==> src/rtl/huf_pkg.sv <==
// ----------------------------------------------------------------------------
// huf_pkg - shared types and constants of the Huffman tree builder
// Node record layout and field widths used by the cell row and the top level.
// ----------------------------------------------------------------------------
package huf_pkg;

    localparam int SYM_W      = 8;
    localparam int LEAF_W     = 14;
    localparam int WT_W       = 19;
    localparam int IDX_W      = 6;
    localparam int CNT_W      = 6;
    localparam int MAX_LEAVES = 32;

    localparam int S_DATA_W   = 24;
    localparam int M_DATA_W   = 56;

    // one node of the tree table
    typedef struct packed {
        logic [SYM_W-1:0] sym;
        logic [WT_W-1:0]  wt;
        logic [IDX_W-1:0] par;
        logic [IDX_W-1:0] lft;
        logic [IDX_W-1:0] rgt;
    } node_t;

endpackage

==> src/rtl/huf_cell.sv <==
// ----------------------------------------------------------------------------
// huf_cell - one node cell of the rotating node row
// Holds one node; takes a leaf on load, else takes its neighbor's node on shift.
// ----------------------------------------------------------------------------
module huf_cell (
    input  logic          clk,
    input  logic          load_en,
    input  huf_pkg::node_t load_node,
    input  logic          shift_en,
    input  huf_pkg::node_t next_node,
    output huf_pkg::node_t node
);
    import huf_pkg::*;

    node_t node_reg;
    node_t node_next;

    // select load, shift or hold
    always_comb
    begin
        node_next = node_reg;
        if (load_en)
        begin
            node_next = load_node;
        end
        else if (shift_en)
        begin
            node_next = next_node;
        end
    end

    always_ff @(posedge clk)
    begin
        node_reg <= node_next;
    end

    assign node = node_reg;

endmodule

==> src/rtl/huffman_tree_builder_top.sv <==
// ----------------------------------------------------------------------------
// huffman_tree_builder_top - Huffman tree builder on a rotating row of node cells
// Loads leaves, builds the tree by full rotations of the row, emits all nodes or an error beat.
// ----------------------------------------------------------------------------
// channel   dir  beat contents
// s_axis    in   one leaf: tdata = symbol, weight; tlast = final leaf
// m_axis    out  one node: tdata = node fields; tuser = error; tlast = run end
//
// The row holds N = 2*MAX_LEAVES-1 cells and rotates one cell per cycle while
// merging, or while emitting when the output is not held; each merge is one
// full rotation, so a run of n leaves takes n-1 rotations of building plus one
// rotation to emit the 2n-1 nodes. The emit rotation holds while the output
// register is full and not taken. Reset clears control state; the cells hold
// no reset value and are written before they are read.
// ----------------------------------------------------------------------------
module huffman_tree_builder_top #(
    parameter int MAX_LEAVES = huf_pkg::MAX_LEAVES
) (
    input  logic                          clk,
    input  logic                          rst_n,
    input  logic                          s_axis_tvalid,
    output logic                          s_axis_tready,
    // [7:0] symbol, [21:8] weight, [23:22] zero
    input  logic [huf_pkg::S_DATA_W-1:0]  s_axis_tdata,
    input  logic                          s_axis_tlast,
    output logic                          m_axis_tvalid,
    input  logic                          m_axis_tready,
    // [5:0] node_index, [13:6] node_symbol, [32:14] node_weight,
    // [38:33] parent_index, [44:39] left_index, [50:45] right_index, [55:51] zero
    output logic [huf_pkg::M_DATA_W-1:0]  m_axis_tdata,
    // [0] error
    output logic                          m_axis_tuser,
    output logic                          m_axis_tlast
);
    import huf_pkg::*;

    localparam int N     = 2 * MAX_LEAVES - 1;
    localparam int POS_W = $clog2(N);
    localparam logic [WT_W:0] W_INIT = {1'b1, {WT_W{1'b0}}};

    typedef enum logic [1:0] {ST_IDLE, ST_MERGE, ST_EMIT, ST_ERR} state_t;

    state_t             state_reg;
    logic [POS_W-1:0]   cnt_reg;
    logic [CNT_W-1:0]   leaf_count_reg;
    logic [IDX_W-1:0]   k_reg;
    logic [IDX_W-1:0]   top_reg;
    logic               pend_on_reg;
    logic [IDX_W-1:0]   pend_a_reg, pend_b_reg, pend_k_reg;
    logic [WT_W-1:0]    pend_w_reg;
    logic [IDX_W-1:0]   m1i_reg, m2i_reg;
    logic [WT_W:0]      m1w_reg, m2w_reg;
    logic               ov_reg;
    logic [M_DATA_W-1:0] od_reg;
    logic               ou_reg;
    logic               ol_reg;

    node_t              cells [N];
    node_t              head_u;
    node_t              leaf_node;
    logic [N-1:0]       load_en;
    logic               shift_en;
    logic               acc;
    logic               room;
    logic [IDX_W-1:0]   idx;
    logic               cand;
    logic               slot_free;
    logic               out_load;
    logic [IDX_W-1:0]   m1i_next, m2i_next;
    logic [WT_W:0]      m1w_next, m2w_next;
    logic [CNT_W-1:0]   nc;
    logic [WT_W:0]      sum;

    // input handshake and leaf write
    assign s_axis_tready = (state_reg == ST_IDLE);
    assign acc           = s_axis_tvalid && s_axis_tready;
    assign room          = (leaf_count_reg < CNT_W'(MAX_LEAVES));
    assign nc            = room ? leaf_count_reg + CNT_W'(1) : leaf_count_reg;
    assign slot_free     = !ov_reg || m_axis_tready;

    // output register takes a new beat this cycle
    assign out_load = slot_free && ((state_reg == ST_ERR) ||
                                    ((state_reg == ST_EMIT) && (idx <= top_reg)));

    always_comb
    begin
        leaf_node.sym = s_axis_tdata[SYM_W-1:0];
        leaf_node.wt  = WT_W'(s_axis_tdata[SYM_W+LEAF_W-1:SYM_W]);
        leaf_node.par = '0;
        leaf_node.lft = '0;
        leaf_node.rgt = '0;
    end

    always_comb
    begin
        for (int i = 0; i < N; i++)
        begin
            load_en[i] = acc && room && (leaf_count_reg == CNT_W'(i));
        end
    end

    assign shift_en = (state_reg == ST_MERGE) || ((state_reg == ST_EMIT) && slot_free);

    // head node with the previous merge applied
    assign idx = IDX_W'(cnt_reg) + IDX_W'(1);

    always_comb
    begin
        head_u = cells[0];
        if (pend_on_reg)
        begin
            if (idx == pend_a_reg || idx == pend_b_reg)
            begin
                head_u.par = pend_k_reg;
            end
            if (idx == pend_k_reg)
            begin
                head_u.sym = '0;
                head_u.wt  = pend_w_reg;
                head_u.par = '0;
                head_u.lft = pend_a_reg;
                head_u.rgt = pend_b_reg;
            end
        end
    end

    // cell row, the last cell takes the updated head
    genvar g;
    generate
        for (g = 0; g < N; g++)
        begin : g_cell
            huf_cell u_cell (
                .clk       (clk),
                .load_en   (load_en[g]),
                .load_node (leaf_node),
                .shift_en  (shift_en),
                .next_node ((g == N - 1) ? head_u : cells[(g + 1) % N]),
                .node      (cells[g])
            );
        end
    endgenerate

    // running two-minimum tracker, strict compare keeps lowest index on ties
    assign cand = (state_reg == ST_MERGE) && (idx < k_reg) && (head_u.par == '0);

    always_comb
    begin
        m1i_next = m1i_reg;
        m1w_next = m1w_reg;
        m2i_next = m2i_reg;
        m2w_next = m2w_reg;
        if (cand)
        begin
            if ({1'b0, head_u.wt} < m1w_reg)
            begin
                m2i_next = m1i_reg;
                m2w_next = m1w_reg;
                m1i_next = idx;
                m1w_next = {1'b0, head_u.wt};
            end
            else if ({1'b0, head_u.wt} < m2w_reg)
            begin
                m2i_next = idx;
                m2w_next = {1'b0, head_u.wt};
            end
        end
    end

    assign sum = m1w_next + m2w_next;

    // control state and output register
    always_ff @(posedge clk or negedge rst_n)
    begin
        if (!rst_n)
        begin
            state_reg      <= ST_IDLE;
            cnt_reg        <= '0;
            leaf_count_reg <= '0;
            k_reg          <= '0;
            top_reg        <= '0;
            pend_on_reg    <= 1'b0;
            pend_a_reg     <= '0;
            pend_b_reg     <= '0;
            pend_k_reg     <= '0;
            pend_w_reg     <= '0;
            m1i_reg        <= '0;
            m2i_reg        <= '0;
            m1w_reg        <= W_INIT;
            m2w_reg        <= W_INIT;
            ov_reg         <= 1'b0;
            od_reg         <= '0;
            ou_reg         <= 1'b0;
            ol_reg         <= 1'b0;
        end
        else
        begin
            if (m_axis_tready && !out_load)
            begin
                ov_reg <= 1'b0;
            end
            case (state_reg)
                ST_IDLE:
                begin
                    if (acc)
                    begin
                        if (s_axis_tlast)
                        begin
                            leaf_count_reg <= '0;
                            if (nc < CNT_W'(2))
                            begin
                                state_reg <= ST_ERR;
                            end
                            else
                            begin
                                top_reg     <= IDX_W'({1'b0, nc, 1'b0} - 8'd1);
                                k_reg       <= IDX_W'(nc) + IDX_W'(1);
                                cnt_reg     <= '0;
                                pend_on_reg <= 1'b0;
                                m1w_reg     <= W_INIT;
                                m2w_reg     <= W_INIT;
                                state_reg   <= ST_MERGE;
                            end
                        end
                        else
                        begin
                            leaf_count_reg <= nc;
                        end
                    end
                end
                ST_ERR:
                begin
                    if (slot_free)
                    begin
                        ov_reg    <= 1'b1;
                        od_reg    <= '0;
                        ou_reg    <= 1'b1;
                        ol_reg    <= 1'b1;
                        state_reg <= ST_IDLE;
                    end
                end
                ST_MERGE:
                begin
                    if (cnt_reg == POS_W'(N - 1))
                    begin
                        pend_on_reg <= 1'b1;
                        pend_a_reg  <= m1i_next;
                        pend_b_reg  <= m2i_next;
                        pend_k_reg  <= k_reg;
                        pend_w_reg  <= sum[WT_W-1:0];
                        m1w_reg     <= W_INIT;
                        m2w_reg     <= W_INIT;
                        cnt_reg     <= '0;
                        if (k_reg == top_reg)
                        begin
                            state_reg <= ST_EMIT;
                        end
                        else
                        begin
                            k_reg <= k_reg + IDX_W'(1);
                        end
                    end
                    else
                    begin
                        m1i_reg <= m1i_next;
                        m1w_reg <= m1w_next;
                        m2i_reg <= m2i_next;
                        m2w_reg <= m2w_next;
                        cnt_reg <= cnt_reg + POS_W'(1);
                    end
                end
                ST_EMIT:
                begin
                    if (slot_free)
                    begin
                        if (idx <= top_reg)
                        begin
                            ov_reg <= 1'b1;
                            od_reg <= M_DATA_W'({head_u.rgt, head_u.lft, head_u.par,
                                                 head_u.wt, head_u.sym, idx});
                            ou_reg <= 1'b0;
                            ol_reg <= (idx == top_reg);
                        end
                        if (cnt_reg == POS_W'(N - 1))
                        begin
                            cnt_reg     <= '0;
                            pend_on_reg <= 1'b0;
                            state_reg   <= ST_IDLE;
                        end
                        else
                        begin
                            cnt_reg <= cnt_reg + POS_W'(1);
                        end
                    end
                end
                default:
                begin
                    state_reg <= ST_IDLE;
                end
            endcase
        end
    end

    assign m_axis_tvalid = ov_reg;
    assign m_axis_tdata  = od_reg;
    assign m_axis_tuser  = ou_reg;
    assign m_axis_tlast  = ol_reg;

endmodule

==> config.mk <==
export PLATFORM = sky130hd
export DESIGN_NAME = huffman_tree_builder_top
export DESIGN_NICKNAME = d
export VERILOG_FILES = /design/src/rtl/huf_pkg.sv /design/src/rtl/huf_cell.sv /design/src/rtl/huffman_tree_builder_top.sv
export SDC_FILE = /design/constraint.sdc
export NUM_CORES = 2
export LEC_CHECK = 0
export BUFFER_PORTS_ARGS = -buffer_cell sky130_fd_sc_hd__buf_2
export CORE_MARGIN = 2
export CORE_UTILIZATION = 53
export CTS_CLUSTER_SIZE = 10
export DETAILED_ROUTE_END_ITERATION = 7
export GPL_TIMING_DRIVEN = 0
export PLACE_DENSITY = 0.77
export SLEW_MARGIN = 20
export SYNTH_ARGS = -nofsm -noshare
export SYNTH_HDL_FRONTEND = slang
export SYNTH_HIERARCHICAL = 1
export SYNTH_SLANG_ARGS = --single-unit
export TNS_END_PERCENT = 50
==> constraint.sdc <==
create_clock -name clk -period 9.3 [get_ports clk]
set_clock_uncertainty 0.1 [all_clocks]
set_input_delay 1.395 -clock clk [delete_from_list [all_inputs] [get_ports clk]]
set_output_delay 1.395 -clock clk [all_outputs]
set_load 0.02 [all_outputs]
==> run_results.csv <==
group,metric,value,unit
timing,timing.setup.tns,0,ns
floorplanning,die_y,524,um
synth,synth_edf_count,2835,
pwr,p_sw,13200,uW
run,maxCapViolCount,0,
route,top_layer,"met5",
route,antenna_left,0,
place,dpl_cell_area,0.156,sq mm
synth,syn-cell-area,0.143,sq mm
pwr,p_seq_share,50.6,%
route,wl_per_cell,20.2,um
pwr,combPwrFrac,26.1,%
finish,final_area,0.166,sq mm
finish,fin_cells,13000,
timing,rsz0062_at_grt,"no",
route,drc,0,
route,routed_wl,262000,um
setup_path,endpoint_kind,"flop",
synth,ys_types,79,
grt,gr-usage-all-layers,18.8,%
pwr,ir_drop,0.199,mV
route,drtPass1Iterations,6,
pwr,total_power,50800,uW
setup_path,crit_arrival,9.56,ns
status,status,"complete, no violations",
grt,grt_pass1_vias,71300,
synth,asyncSetResetFlopFracSynth,5.66,%
clocking,cts_hold_buf,0,
grt,antenna_found_initial,13,
grt,grt_max_degree,102,
clocking,clk_latency,0.87,ns
pwr,cellLeakagePower,0.0661,uW
route,met3WireLength,15700,um
timing,setup_violations,0,
clocking,clock_sinks,3005,
finish,n_fill_cell,18600,
finish,syn_to_final_growth,15.3,%
grt,grt_pass1_wl,405000,um
setup_path,slowest_delay,0.57,ns
setup_path,cp_slowest_cell,"o41a_1",
clocking,htreeDepth,5,
floorplanning,core,0.270,sq mm
finish,nets,9392,
synth,syn_inst,7288,
finish,layout-drive-gt1-share,41.1,%
synth,seq_area_frac_synth,62.3,%
clocking,path_clk_slew,0.05,ns
place,place.gp.congestion,0.910,
setup_path,reg2reg_depth,37,
place,io_buffer_count,81,
route,met2WireLength,127000,um
floorplanning,rows,191,
setup_path,required,9.92,ns
min_path,worstHoldPathCells,2,
synth,ys_seq_elements,3005,
setup_path,crit_cells,37,
synth,yosys_warnings,6,
finish,layout_commonest_cell,"edfxtp_1",
synth,synth_area_leaders,"edfxtp_1 (59%), mux2_4 (26%), buf_12 (3.5%), mux2_2 (3.2%), dfrtp_1 (2.9%)",
finish,layout_common_cells,"edfxtp_1 (2,835), mux2_4 (2,457), conb_1 (1,485)",
pwr,clockPowerShare,23.3,%
clocking,cts_max_path_buffers,4,
floorplanning,start_util,53.1,%
finish,largest_register_ffs,2835,
finish,seqCellArea,0.0894,sq mm
timing,hold_viol,0,
place,pre_cts_ws,-0.991,ns
pwr,cellPowerDensity,307,mW/mm^2
clocking,ctsRootBufferMaster,"clkbuf_16",
floorplanning,pin_count,89,
timing,period_share,96.2,%
clocking,cts_buffers,349,
timing,min_period,8.94,ns
floorplanning,die_area,0.275,sq mm
route,first_iter_violations,5497,
setup_path,crit_buf_inv,7,
floorplanning,die_x,524,um
place,dpl.cell_count,12500,
setup_path,crit_type,"flop to flop",
clocking,cts_tree,"built",
route,num_vias,67400,
timing,relSlewSlack,38.6,%
route,wl_met1,113000,um
synth,synth_ff_type,"edfxtp_1",
synth,avgSynthCellArea,19.7,sq um
finish,multi_input_area,0.0534,sq mm
timing,slew_viol_final,0,
min_path,hp-class,"flop to flop",
setup_path,cp-start-kind,"flop",
pwr,power.internal,37700,uW
synth,yosys.area.top_type,"edfxtp_1",
timing,setup_slack,0.356,ns
grt,gr-total-overflow,0,
route,viasPerCell,5.20,
pwr,sw_frac_of_total,25.9,%
place,hpwlAfterDp,171000,um
setup_path,critical_path.top_delay_family,"compound AO/OA/AOI/OAI gates",
timing,fmaxAchievable,112,MHz
setup_path,path_max_fanout,10,
timing,tightest_slew,0.921,ns
synth,yosysTopAreaCellShare,59.3,%
-- area by class of cell --
type / instances / area share [%]
clock inverter: 24 / 0.175
clock buffer: 426 / 5.55
inverter: 73 / 0.166
tap: 3570 / 2.70
sequential: 3005 / 54.0
multi-input combinational: 5311 / 32.3
timing repair buffer: 162 / 1.46
buffer: 383 / 3.69
antenna: 5 / 0.00756
-- stage by stage --
| step | hold WS [ns] | utilization [%] |
|---|---|---|
| 2_1_floorplan | 0.335 | - |
| 3_3_place_gp | 0.358 | 57.0 |
| 3_5_place_dp | 0.359 | 57.8 |
| 4_1_cts | 0.373 | 61.3 |
| 5_1_grt | 0.405 | 61.3 |
| 6_report | 0.373 | 61.3 |
-- logic make-up (layout without fill, tap and decap cells) --
group / count (synthesis) / count (layout) / synth area share [%]
fa+ha+maj: 78 / 78 / 0.685
mux: 2871 / 2871 / 29.0
compound gates: 361 / 361 / 1.67
xor+xnor: 49 / 49 / 0.381
buf+inv: 456 / 1068 / 4.42
simple gates: 467 / 467 / 1.60
other cells: 1 / 1490 / 0.00261
flops: 3005 / 3005 / 62.3
-- worst paths after layout --
| kind | endpoint | slack [ns] | from |
|---|---|---|---|
| setup reg to reg | pend_w_reg[18] | 0.36 | cnt_reg[0] |
| setup / recovery | pend_w_reg[18] | 0.36 | cnt_reg[0] |
| max in group asynchronous | m2w_reg[19] | 7.73 | rst_n |
| hold / removal | m_axis_tdata[37] | 0.37 | m_axis_tdata[37] |
| min in group asynchronous | m_axis_tdata[11] | 0.51 | rst_n |
| hold reg to reg | m_axis_tdata[37] | 0.37 | m_axis_tdata[37] |
-- power groups by stage --
stage	clock (uW)	combinational (uW)	sequential, uW
global placement	0	11700	26100
finish	11900	13200	25700
detailed placement	0	13100	25900
global route	12600	14100	26300
CTS	12100	13200	25800
floorplan	0	9600	25100
-- per-layer routing --
metal	vias to the layer above	track usage, %
li1	30700	-
met1	34500	25.6
met2	1732	31.0
met3	478	3.28
met4	6	5.23
met5	-	0
-- timing repair --
action                                  CTS  global route
gates resized for setup                   7            19
pin swaps                                 0             3
setup buffers                             0             1
cloned                                    0             0
endpoints found under the setup margin    6             3
-- worst register-to-register path: cells and delay by family, from the launching register on --
kind	cells	cell delay (ns)
compound gates	15	3.56
simple gates	9	1.27
xor+xnor	1	0.16
buf+inv	7	1.48
flops	1	0.44
mux	1	0.46
fa+ha+maj	4	1.36
-- synthesized netlist by cell type, drive strengths merged (9+ instances only) --
cell type,instances
and3,9
o21ai,148
a22oi,22
nand4,10
inv,72
a31oi,9
a21oi,52
mux2,2867
nand3,27
and2,23
or2,72
edfxtp,2835
xor2,19
o31ai,11
a22o,61
ha,77
nor3,14
nor2,92
nand2,176
dfrtp,168
buf,336
nand2b,12
xnor2,22
clkbuf,47
a21o,23
Note: power is estimated with default switching activity, not from simulation.
